===== src/rtl/core/nnsa_pkg.sv =====
// Shared constants and controller/datapath interface types for the scaling address generator.
package nnsa_pkg;

  localparam int unsigned REG_W           = 12;
  localparam int unsigned IDX_W           = 22;
  localparam int unsigned CFG_IDX_W       = 2;
  localparam int unsigned MAX_DIM_DEFAULT = 2048;

  localparam logic [CFG_IDX_W-1:0] CFG_SRC_WIDTH  = 2'd0;
  localparam logic [CFG_IDX_W-1:0] CFG_SRC_HEIGHT = 2'd1;
  localparam logic [CFG_IDX_W-1:0] CFG_DST_WIDTH  = 2'd2;
  localparam logic [CFG_IDX_W-1:0] CFG_DST_HEIGHT = 2'd3;

  // Commands from the controller to the datapath.
  typedef struct packed {
    logic load;      // item taken: apply restart
    logic mul;       // register products and step flags
    logic emit;      // write output register, advance counters, start divide
    logic div_step;  // one quotient bit
    logic wb;        // fold quotient and remainder into the accumulators
  } cmd_t;

  // Status from the datapath to the controller.
  typedef struct packed {
    logic slot_free;  // output register can take an item this cycle
    logic need_div;   // current item advances a column or a row
    logic div_last;   // divider is on its final step
  } sts_t;

endpackage


===== src/rtl/core/nnsa_div.sv =====
// Restoring divider, one quotient bit per cycle while step_i is high, for the accumulators.
module nnsa_div #(
  parameter int unsigned DIM_W = 12
) (
  input  logic             clk_i,
  input  logic             rst_ni,
  input  logic             start_i,
  input  logic             step_i,
  input  logic [DIM_W:0]   dividend_i,
  input  logic [DIM_W-1:0] divisor_i,
  output logic [DIM_W:0]   quot_o,
  output logic [DIM_W-1:0] rem_o,
  output logic             last_o
);

  localparam int unsigned SUM_W = DIM_W + 1;
  localparam int unsigned CNT_W = $clog2(SUM_W + 1);

  logic [DIM_W-1:0] pr_q, pr_d;
  logic [SUM_W-1:0] qd_q;
  logic [DIM_W-1:0] dv_q;
  logic [CNT_W-1:0] cnt_q;
  logic [SUM_W-1:0] trial;
  logic [SUM_W-1:0] diff;
  logic             ge;

  // Partial remainder stays below the divisor, so the shifted trial fits SUM_W bits.
  assign trial = {pr_q, qd_q[SUM_W-1]};
  assign diff  = trial - {1'b0, dv_q};
  assign ge    = (trial >= {1'b0, dv_q});
  assign pr_d  = ge ? diff[DIM_W-1:0] : trial[DIM_W-1:0];

  always_ff @(posedge clk_i or negedge rst_ni) begin
    if (!rst_ni) begin
      cnt_q <= '0;
    end else if (start_i) begin
      cnt_q <= CNT_W'(SUM_W);
    end else if (step_i) begin
      cnt_q <= cnt_q - CNT_W'(1);
    end
  end

  always_ff @(posedge clk_i) begin
    if (start_i) begin
      pr_q <= '0;
      qd_q <= dividend_i;
      dv_q <= divisor_i;
    end else if (step_i) begin
      pr_q <= pr_d;
      qd_q <= {qd_q[SUM_W-2:0], ge};
    end
  end

  assign quot_o = qd_q;
  assign rem_o  = pr_q;
  assign last_o = (cnt_q == CNT_W'(1));

endmodule


===== src/rtl/core/nnsa_dp.sv =====
// Datapath: size registers, raster and source accumulators, index products, output register.
module nnsa_dp #(
  parameter int unsigned MAX_DIM = nnsa_pkg::MAX_DIM_DEFAULT
) (
  input  logic                           clk_i,
  input  logic                           rst_ni,
  input  logic                           cfg_we_i,
  input  logic [nnsa_pkg::CFG_IDX_W-1:0] cfg_index_i,
  input  logic [nnsa_pkg::REG_W-1:0]     cfg_data_i,
  input  logic                           restart_i,
  input  nnsa_pkg::cmd_t                 cmd_i,
  output nnsa_pkg::sts_t                 sts_o,
  output logic                           out_valid_o,
  input  logic                           out_ready_i,
  output logic                           valid_res_o,
  output logic [nnsa_pkg::IDX_W-1:0]     src_index_o,
  output logic [nnsa_pkg::IDX_W-1:0]     dst_index_o,
  output logic                           last_o
);

  localparam int unsigned DIM_W = $clog2(MAX_DIM + 1);
  localparam int unsigned EXT_W = DIM_W + 1;
  localparam int unsigned IDX_W = nnsa_pkg::IDX_W;
  localparam int unsigned REG_W = nnsa_pkg::REG_W;

  function automatic logic [DIM_W-1:0] eff_dim(input logic [REG_W-1:0] v);
    if (v == '0) begin
      return DIM_W'(1);
    end else if (32'(v) > MAX_DIM) begin
      return DIM_W'(MAX_DIM);
    end
    return DIM_W'(v);
  endfunction

  logic [REG_W-1:0] src_w_q, src_h_q, dst_w_q, dst_h_q;
  logic [DIM_W-1:0] sw, sh, dw, dh;

  logic [DIM_W-1:0] dest_col_q, dest_row_q;
  logic [DIM_W-1:0] col_rem_q, row_rem_q;
  logic [IDX_W-1:0] source_col_q, source_row_q;
  logic             frame_done_q;

  logic [IDX_W-1:0] prod_src_q, prod_dst_q;
  logic             end_col_q, end_row_q, done_q;
  logic             div_row_q;
  logic             end_col, end_row;
  logic             div_start;

  logic [EXT_W-1:0] div_dividend;
  logic [DIM_W-1:0] div_divisor;
  logic [EXT_W-1:0] div_quot;
  logic [DIM_W-1:0] div_rem;
  logic             div_last;

  logic             out_valid_q;
  logic             valid_res_q, last_q;
  logic [IDX_W-1:0] src_index_q, dst_index_q;

  always_ff @(posedge clk_i or negedge rst_ni) begin
    if (!rst_ni) begin
      src_w_q <= REG_W'(1);
      src_h_q <= REG_W'(1);
      dst_w_q <= REG_W'(1);
      dst_h_q <= REG_W'(1);
    end else if (cfg_we_i) begin
      case (cfg_index_i)
        nnsa_pkg::CFG_SRC_WIDTH:  src_w_q <= cfg_data_i;
        nnsa_pkg::CFG_SRC_HEIGHT: src_h_q <= cfg_data_i;
        nnsa_pkg::CFG_DST_WIDTH:  dst_w_q <= cfg_data_i;
        nnsa_pkg::CFG_DST_HEIGHT: dst_h_q <= cfg_data_i;
        default: ;
      endcase
    end
  end

  assign sw = eff_dim(src_w_q);
  assign sh = eff_dim(src_h_q);
  assign dw = eff_dim(dst_w_q);
  assign dh = eff_dim(dst_h_q);

  assign end_col = (EXT_W'(dest_col_q) + EXT_W'(1)) >= EXT_W'(dw);
  assign end_row = (EXT_W'(dest_row_q) + EXT_W'(1)) >= EXT_W'(dh);

  // Products and step flags for the current pixel.
  always_ff @(posedge clk_i) begin
    if (cmd_i.mul) begin
      prod_src_q <= source_row_q * IDX_W'(sw);
      prod_dst_q <= IDX_W'(dest_row_q) * IDX_W'(dw);
      end_col_q  <= end_col;
      end_row_q  <= end_row;
      done_q     <= frame_done_q;
    end
  end

  assign sts_o.need_div  = !done_q && !(end_col_q && end_row_q);
  assign sts_o.slot_free = !out_valid_q || out_ready_i;
  assign sts_o.div_last  = div_last;

  assign div_start    = cmd_i.emit && sts_o.need_div;
  assign div_dividend = end_col_q ? (EXT_W'(row_rem_q) + EXT_W'(sh))
                                  : (EXT_W'(col_rem_q) + EXT_W'(sw));
  assign div_divisor  = end_col_q ? dh : dw;

  nnsa_div #(
    .DIM_W (DIM_W)
  ) u_div (
    .clk_i      (clk_i),
    .rst_ni     (rst_ni),
    .start_i    (div_start),
    .step_i     (cmd_i.div_step),
    .dividend_i (div_dividend),
    .divisor_i  (div_divisor),
    .quot_o     (div_quot),
    .rem_o      (div_rem),
    .last_o     (div_last)
  );

  always_ff @(posedge clk_i or negedge rst_ni) begin
    if (!rst_ni) begin
      dest_col_q   <= '0;
      dest_row_q   <= '0;
      col_rem_q    <= '0;
      row_rem_q    <= '0;
      source_col_q <= '0;
      source_row_q <= '0;
      frame_done_q <= 1'b0;
      div_row_q    <= 1'b0;
    end else if (cmd_i.load) begin
      if (restart_i) begin
        dest_col_q   <= '0;
        dest_row_q   <= '0;
        col_rem_q    <= '0;
        row_rem_q    <= '0;
        source_col_q <= '0;
        source_row_q <= '0;
        frame_done_q <= 1'b0;
      end
    end else if (cmd_i.emit && !done_q) begin
      if (!end_col_q) begin
        dest_col_q <= dest_col_q + DIM_W'(1);
        div_row_q  <= 1'b0;
      end else begin
        dest_col_q   <= '0;
        source_col_q <= '0;
        col_rem_q    <= '0;
        if (!end_row_q) begin
          dest_row_q <= dest_row_q + DIM_W'(1);
          div_row_q  <= 1'b1;
        end else begin
          dest_row_q   <= '0;
          source_row_q <= '0;
          row_rem_q    <= '0;
          frame_done_q <= 1'b1;
        end
      end
    end else if (cmd_i.wb) begin
      if (div_row_q) begin
        source_row_q <= source_row_q + IDX_W'(div_quot);
        row_rem_q    <= div_rem;
      end else begin
        source_col_q <= source_col_q + IDX_W'(div_quot);
        col_rem_q    <= div_rem;
      end
    end
  end

  // Output register: hold the item until the receiver takes it.
  always_ff @(posedge clk_i or negedge rst_ni) begin
    if (!rst_ni) begin
      out_valid_q <= 1'b0;
    end else if (cmd_i.emit) begin
      out_valid_q <= 1'b1;
    end else if (out_ready_i) begin
      out_valid_q <= 1'b0;
    end
  end

  always_ff @(posedge clk_i) begin
    if (cmd_i.emit) begin
      valid_res_q <= !done_q;
      src_index_q <= done_q ? '0 : prod_src_q + source_col_q;
      dst_index_q <= done_q ? '0 : prod_dst_q + IDX_W'(dest_col_q);
      last_q      <= !done_q && end_col_q && end_row_q;
    end
  end

  assign out_valid_o = out_valid_q;
  assign valid_res_o = valid_res_q;
  assign src_index_o = src_index_q;
  assign dst_index_o = dst_index_q;
  assign last_o      = last_q;

endmodule


===== src/rtl/core/nnsa_ctrl.sv =====
// Controller: per item, take, multiply, emit, then divide and write-back if needed.
module nnsa_ctrl (
  input  logic           clk_i,
  input  logic           rst_ni,
  input  logic           in_valid_i,
  output logic           in_ready_o,
  input  nnsa_pkg::sts_t sts_i,
  output nnsa_pkg::cmd_t cmd_o
);

  localparam logic [2:0] S_IDLE = 3'd0;
  localparam logic [2:0] S_MUL  = 3'd1;
  localparam logic [2:0] S_EMIT = 3'd2;
  localparam logic [2:0] S_DIV  = 3'd3;
  localparam logic [2:0] S_WB   = 3'd4;

  logic [2:0] state_q, state_d;

  always_comb begin
    state_d      = state_q;
    cmd_o        = '0;
    in_ready_o   = 1'b0;
    case (state_q)
      S_IDLE: begin
        in_ready_o = 1'b1;
        if (in_valid_i) begin
          cmd_o.load = 1'b1;
          state_d    = S_MUL;
        end
      end
      S_MUL: begin
        cmd_o.mul = 1'b1;
        state_d   = S_EMIT;
      end
      S_EMIT: begin
        // Hold while the output register is still occupied.
        if (sts_i.slot_free) begin
          cmd_o.emit = 1'b1;
          state_d    = sts_i.need_div ? S_DIV : S_IDLE;
        end
      end
      S_DIV: begin
        cmd_o.div_step = 1'b1;
        if (sts_i.div_last) begin
          state_d = S_WB;
        end
      end
      S_WB: begin
        cmd_o.wb = 1'b1;
        state_d  = S_IDLE;
      end
      default: begin
        state_d = S_IDLE;
      end
    endcase
  end

  always_ff @(posedge clk_i or negedge rst_ni) begin
    if (!rst_ni) begin
      state_q <= S_IDLE;
    end else begin
      state_q <= state_d;
    end
  end

endmodule


===== src/rtl/core/nearest_neighbour_scale_addresses.sv =====
// Top level of the nearest-neighbor scaling address generator.
//
// Usage: write src/dst width and height through the config port (index 0..3,
// values 0 act as 1, values above MAX_DIM act as MAX_DIM), then push items on
// the input channel. An item with restart_i high starts at destination pixel
// zero; with restart_i low it gives the next pixel of the raster walk. Each
// item produces exactly one output item: source index, destination index and
// a last flag on the final pixel. Once the frame is done, output items carry
// valid_res_o low and zero fields until a restart arrives.
// Once an item is taken, its products are registered in the multiply state
// and the output register is written in the emit state, which waits while
// that register is occupied. Items are paced by the bit-serial divider that
// reduces the column or row accumulator one quotient bit per cycle; an item
// with no step to take (last pixel or ended frame) skips the divide. The next
// item is taken once the divide is written back, even while the output waits.
// When the receiver stalls, the output register holds its item and the
// controller waits before emitting the next one.
// Reset: sizes return to 1, the walk returns to pixel zero, channels empty.
module nearest_neighbour_scale_addresses #(
  parameter int unsigned MAX_DIM = nnsa_pkg::MAX_DIM_DEFAULT
) (
  input  logic                           clk_i,
  input  logic                           rst_ni,
  input  logic                           cfg_we_i,
  input  logic [nnsa_pkg::CFG_IDX_W-1:0] cfg_index_i,
  input  logic [nnsa_pkg::REG_W-1:0]     cfg_data_i,
  input  logic                           in_valid_i,
  output logic                           in_ready_o,
  input  logic                           restart_i,
  output logic                           out_valid_o,
  input  logic                           out_ready_i,
  output logic                           valid_res_o,
  output logic [nnsa_pkg::IDX_W-1:0]     src_index_o,
  output logic [nnsa_pkg::IDX_W-1:0]     dst_index_o,
  output logic                           last_o
);

  nnsa_pkg::cmd_t cmd;
  nnsa_pkg::sts_t sts;

  // Sequencer: one item in flight at a time.
  nnsa_ctrl u_ctrl (
    .clk_i      (clk_i),
    .rst_ni     (rst_ni),
    .in_valid_i (in_valid_i),
    .in_ready_o (in_ready_o),
    .sts_i      (sts),
    .cmd_o      (cmd)
  );

  // Accumulators, products, divider and output register.
  nnsa_dp #(
    .MAX_DIM (MAX_DIM)
  ) u_dp (
    .clk_i       (clk_i),
    .rst_ni      (rst_ni),
    .cfg_we_i    (cfg_we_i),
    .cfg_index_i (cfg_index_i),
    .cfg_data_i  (cfg_data_i),
    .restart_i   (restart_i),
    .cmd_i       (cmd),
    .sts_o       (sts),
    .out_valid_o (out_valid_o),
    .out_ready_i (out_ready_i),
    .valid_res_o (valid_res_o),
    .src_index_o (src_index_o),
    .dst_index_o (dst_index_o),
    .last_o      (last_o)
  );

endmodule

===== config.mk =====
export PLATFORM = sky130hd
export DESIGN_NAME = nearest_neighbour_scale_addresses
export DESIGN_NICKNAME = d
export VERILOG_FILES = /design/src/rtl/core/nnsa_pkg.sv /design/src/rtl/core/nnsa_div.sv /design/src/rtl/core/nnsa_dp.sv /design/src/rtl/core/nnsa_ctrl.sv /design/src/rtl/core/nearest_neighbour_scale_addresses.sv
export SDC_FILE = /design/constraint.sdc
export NUM_CORES = 1
export LEC_CHECK = 0
export BUFFER_PORTS_ARGS = -buffer_cell sky130_fd_sc_hd__buf_2
export CAP_MARGIN = 40
export CELL_PAD_IN_SITES_DETAIL_PLACEMENT = 0
export CELL_PAD_IN_SITES_GLOBAL_PLACEMENT = 1
export CORE_MARGIN = 8
export CORE_UTILIZATION = 40
export DETAILED_ROUTE_END_ITERATION = 10
export GPL_TIMING_DRIVEN = 0
export PLACE_DENSITY_LB_ADDON = 0.1
export SYNTH_ARGS = -nofsm -noshare
export SYNTH_HDL_FRONTEND = slang
export SYNTH_SLANG_ARGS = --single-unit

===== constraint.sdc =====
create_clock -name clk_i -period 5.7 [get_ports clk_i]
set_input_delay 0.57 -clock clk_i [delete_from_list [all_inputs] [get_ports clk_i]]
set_output_delay 0.57 -clock clk_i [all_outputs]
set_load 0.005 [all_outputs]

==> summary.md <==
| Metric | Value |
|---|---|
| Outcome | `finished, final reports clean` |
| Clock-pin slew on the worst setup and hold paths | `0.06 ns` |
| Global-route wire length before repair | `116 mm` |
| Main combinational cell family by area after synthesis | `adder cells` |
| Mean cell area of the mapped netlist | `roughly 9.4 sq um` |
| DR pass1 iterations | `5` |
| Post-layout utilization of the core | `0.472` |
| Total power per unit cell area | `~370 nW/um^2` |
| Number of global-route vias before repair | `19909` |
| Setup slack at placement | `-1.56 ns` |
| Final Hold Vio Count | `0` |
| Cell area after synthesis | `26200 sq um` |
| Number of antenna violations at the first check in global routing | `2` |
| Count of endpoints failing setup in the final report | `0` |
| Sink Count | `280` |
| Most instantiated flip-flop cell in the synthesis netlist | `sky130_fd_sc_hd__dfrtp_1` |
| Adder-cell share of the synthesized area | `0.290` |
| Worst Setup Path Type | `reg -> reg` |
| Critical Path AT | `between 5 and 6 ns` |
| Grt met2 use | `0.300` |
| Most congested layer reported by global routing | `met1` |
| Reported max-cap violation count | `0` |
| Setup ws final | `0.106 ns` |
| Number of H-tree levels | `2` |
| Routed wire per std cell | `19.4 um` |
| Relative slew slack | `0.362` |
| Post-synthesis compound-gate area fraction | `0.108` |
| Type of the most critical hold path | `in -> reg` |
| Unique cell type count in the Yosys netlist | `82` |
| Fmax | `~180 MHz` |
| Met1 routing resource usage after global routing | `0.303` |
| Leakage component of the power | `approximately 0.014 uW` |
| Post-Syn Instances | `2785` |
| Starting utilization of the core area | `0.402` |
| CTS tree | `built` |
| Die outline width | `272 um` |
| DP Wirelength | `59.4 mm` |
| Sequential cell area fraction in the yosys report | `0.288` |
| IR Drop Worst-Case VDD | `210 uV` |
| Total congestion overflow | `0` |
| Synthesis-to-finish area growth | `17.5%` |
| Crit end category | `flop` |
| Share of the clock period used by the worst path after layout | `0.981` |
| Largest fanout on the critical path | `6` |
| CTS Buf Count | `37` |
| Pin count of the biggest net entering global routing | `94` |
| GP Congestion | `0.853` |
| DRC violations left | `0` |
| Number of nets in the final layout | `3458` |
| Via density per instance | `5.22` |
| Met3 demand-to-capacity share in global routing | `0.0284` |
| Share of synthesized registers carrying an async set or reset | `0.536` |
| Violation count after the first detailed-routing iteration | `1208` |
| Combined global-route utilization of all metal layers | `0.199` |
| Root buffer selected by CTS | `sky130_fd_sc_hd__clkbuf_16` |
| Number of synthesized flops with an enable pin | `118` |
| Insertion delay to the later sink of the worst-skew pair | `0.56 ns` |
| Count of pins over their slew limit | `0` |
| Die outline area | `74000 sq um` |
| Core region area | `65300 sq um` |
| Synthesized flop and latch total | `280` |
| Die extent in y | `272 um` |
| Tightest Pin Transition | `roughly 0.95 ns` |
| Post-route total power | `11400 uW` |
| Fraction of synthesized area in multiplexers | `0.0324` |
| Min cycle time layout | `5.59 ns` |
| Fill cell count | `6260` |
| Layout cell share with drive strength beyond 1 | `0.155` |
| Nets in the synthesized netlist | `3265` |
| Synthesis warning total | `0` |
| Clock tree skew after final layout | `0.0326 ns` |
| Count of antenna-violating nets left after detailed routing | `0` |
| Num rows | `94` |
| Via Count | `20229` |
| Count of input and output buffers | `67` |
| Crit start category | `flop` |
| I/O pin count | `68` |
| Synthesized-area fraction occupied by xor and xnor cells | `0.0478` |
| Total Wirelength | `between 70 and 80 mm` |
| Deepest clock path buffer count | `3` |
| Fraction of the mapped netlist area in simple logic gates | `0.161` |
| Required time of the worst setup path | `5.99 ns` |
[metal layers]
metal,vias to the layer above,share of wire
li1,9625,-
met1,10092,0.49
met2,439,0.44
met3,73,0.056
met4,0,0.018
met5,-,0
[placed cells by master, fill, tap and decap left out, types with 21 or more instances in the layout]
cell,count
sky130_fd_sc_hd__nor2b_1,35
sky130_fd_sc_hd__ha_1,194
sky130_fd_sc_hd__o21ai_0,114
sky130_fd_sc_hd__xor2_1,41
sky130_fd_sc_hd__a21o_1,37
sky130_fd_sc_hd__a21oi_1,92
sky130_fd_sc_hd__buf_4,77
sky130_fd_sc_hd__dfrtp_1,140
sky130_fd_sc_hd__fa_1,234
sky130_fd_sc_hd__mux2_2,54
sky130_fd_sc_hd__clkbuf_16,41
sky130_fd_sc_hd__buf_2,75
sky130_fd_sc_hd__inv_1,380
sky130_fd_sc_hd__nand3_1,50
sky130_fd_sc_hd__nor3_1,38
sky130_fd_sc_hd__nand2_1,382
sky130_fd_sc_hd__a22o_1,21
sky130_fd_sc_hd__clkbuf_1,56
sky130_fd_sc_hd__edfxtp_1,118
sky130_fd_sc_hd__xnor2_1,94
sky130_fd_sc_hd__mux2i_1,24
sky130_fd_sc_hd__nor2_1,125
sky130_fd_sc_hd__and2_1,103
[repair_timing]
action	CTS	global route
resized for setup	149	171
buffers inserted	28	52
pin swaps	22	79
hold buffers	1	0
gates cloned	1	1
endpoints found under the setup margin	25	15
hold endpoints to repair	53	0
[cell usage after synthesis, types with 9 or more instances]
cell | n | area share
sky130_fd_sc_hd__a22o_1 | 21 | 0.0070
sky130_fd_sc_hd__o211ai_1 | 12 | 0.0034
sky130_fd_sc_hd__o21bai_1 | 9 | 0.0026
sky130_fd_sc_hd__a32o_1 | 9 | 0.0034
sky130_fd_sc_hd__nand2b_1 | 12 | 0.0029
sky130_fd_sc_hd__nor2b_1 | 56 | 0.013
sky130_fd_sc_hd__a21oi_1 | 99 | 0.019
sky130_fd_sc_hd__dfxtp_1 | 12 | 0.0092
sky130_fd_sc_hd__a21o_1 | 37 | 0.011
sky130_fd_sc_hd__o21ai_0 | 118 | 0.023
sky130_fd_sc_hd__buf_1 | 10 | 0.0014
sky130_fd_sc_hd__mux2_2 | 54 | 0.023
sky130_fd_sc_hd__or3_1 | 23 | 0.0055
sky130_fd_sc_hd__nand3_1 | 52 | 0.0099
sky130_fd_sc_hd__o31ai_1 | 13 | 0.0037
sky130_fd_sc_hd__mux2i_1 | 24 | 0.0092
sky130_fd_sc_hd__nand4_1 | 14 | 0.0033
sky130_fd_sc_hd__and3_1 | 20 | 0.0048
sky130_fd_sc_hd__xor2_1 | 41 | 0.014
sky130_fd_sc_hd__inv_1 | 391 | 0.056
sky130_fd_sc_hd__a21boi_0 | 12 | 0.0034
sky130_fd_sc_hd__nor3_1 | 42 | 0.0080
sky130_fd_sc_hd__dfrtp_1 | 146 | 0.14
sky130_fd_sc_hd__fa_1 | 245 | 0.19
sky130_fd_sc_hd__nor2_1 | 128 | 0.018
sky130_fd_sc_hd__nand2_1 | 387 | 0.055
sky130_fd_sc_hd__nor4_1 | 16 | 0.0038
sky130_fd_sc_hd__edfxtp_1 | 118 | 0.14
sky130_fd_sc_hd__clkbuf_1 | 99 | 0.014
sky130_fd_sc_hd__ha_1 | 215 | 0.10
sky130_fd_sc_hd__a211oi_1 | 9 | 0.0026
sky130_fd_sc_hd__xnor2_1 | 102 | 0.034
sky130_fd_sc_hd__and2_1 | 105 | 0.025
sky130_fd_sc_hd__a31oi_1 | 16 | 0.0038
sky130_fd_sc_hd__o21a_1 | 18 | 0.0052
[metrics by stage]
stage               TNS [ns]  instance area, sq um  std cells  hold slack [ns]
finish                     0                 30800       3872            0.265
global route          -0.262                 30800       3871            0.249
CTS                  -0.0313                 29800       3822            0.229
detailed placement    -19.93                 27800       3724            0.445
global placement      -20.43                 27600       3716            0.443
floorplan                  0                 26200       2785            0.274
[final cells by class]
cell class,count,area (sq um),area share
well taps,864,1080,0.0351
diodes,1,2.50,0.0000812
flip-flops and latches,280,7550,0.245
multi-input cells,1999,17600,0.570
clock buffers,49,1030,0.0336
repair buffers,158,1140,0.0369
plain buffers,110,741,0.0240
clock inverters,19,231,0.00751
inverters,392,1470,0.0478
[cells by family (layout without fill, tap and decap cells)]
family,Yosys count,count (layout)
AOI/OAI and AO/OA,433,433
xor gates and xnor gates,143,143
adders and majority gates,460,460
buffers and inverters,506,728
DFF,280,280
muxes,78,78
other,0,1
and+or+nand+nor,885,885
[sequential cells by signal (all words and copies together), names as in the netlist, 3 cells and up]
signal	count
u_ctrl.state_q	3
u_dp.col_rem_q	12
u_dp.dest_col_q	12
u_dp.dest_row_q	12
u_dp.dst_h_q	12
u_dp.dst_index_o	22
u_dp.dst_w_q	12
u_dp.prod_dst_q	22
u_dp.prod_src_q	22
u_dp.row_rem_q	12
u_dp.source_col_q	22
u_dp.source_row_q	22
u_dp.src_h_q	12
u_dp.src_index_o	22
u_dp.src_w_q	12
u_dp.u_div.cnt_q	4
u_dp.u_div.dv_q	12
u_dp.u_div.quot_o	13
u_dp.u_div.rem_o	12
[where the power goes]
group          internal (uW)  switching [uW]
combinational           2280            3280
sequential              2890             485
clock                   1470             959
[critical path: stages (launching register included)]
cell	delay [ns]
sky130_fd_sc_hd__dfrtp_2	0.44
sky130_fd_sc_hd__buf_12	0.15
sky130_fd_sc_hd__buf_4	0.15
sky130_fd_sc_hd__nor2b_4	0.16
sky130_fd_sc_hd__buf_8	0.14
sky130_fd_sc_hd__buf_4	0.11
sky130_fd_sc_hd__nand2_1	0.06
sky130_fd_sc_hd__fa_1	0.52
sky130_fd_sc_hd__inv_1	0.06
sky130_fd_sc_hd__fa_2	0.58
sky130_fd_sc_hd__fa_2	0.45
sky130_fd_sc_hd__fa_1	0.49
sky130_fd_sc_hd__inv_1	0.06
sky130_fd_sc_hd__fa_1	0.55
sky130_fd_sc_hd__inv_2	0.05
sky130_fd_sc_hd__ha_4	0.29
sky130_fd_sc_hd__nand3_2	0.07
sky130_fd_sc_hd__nand2_2	0.11
sky130_fd_sc_hd__buf_6	0.11
sky130_fd_sc_hd__a211oi_2	0.05
sky130_fd_sc_hd__o311a_1	0.42
sky130_fd_sc_hd__a21oi_2	0.20
sky130_fd_sc_hd__xnor2_2	0.12
[path summary, 6_finish.rpt]
| kind | depth (start not counted) | end | slack, ns | start |
|---|---|---|---|---|
| setup / recovery | 22 | u_dp.prod_src_q[21] | 0.11 | u_dp.src_w_q[11] |
| hold / removal | 2 | u_dp.frame_done_q | 0.27 | restart_i |
| setup reg to reg | 22 | u_dp.prod_src_q[21] | 0.11 | u_dp.src_w_q[11] |
| hold reg to reg | 0 | u_dp.done_q | 0.47 | u_dp.frame_done_q |
| max in group asynchronous | 3 | u_dp.source_col_q[15] | 4.33 | rst_ni |
| min in group asynchronous | 2 | u_dp.src_w_q[9] | 0.52 | rst_ni |
No activity file was read; power rests on OpenSTA's default activity.
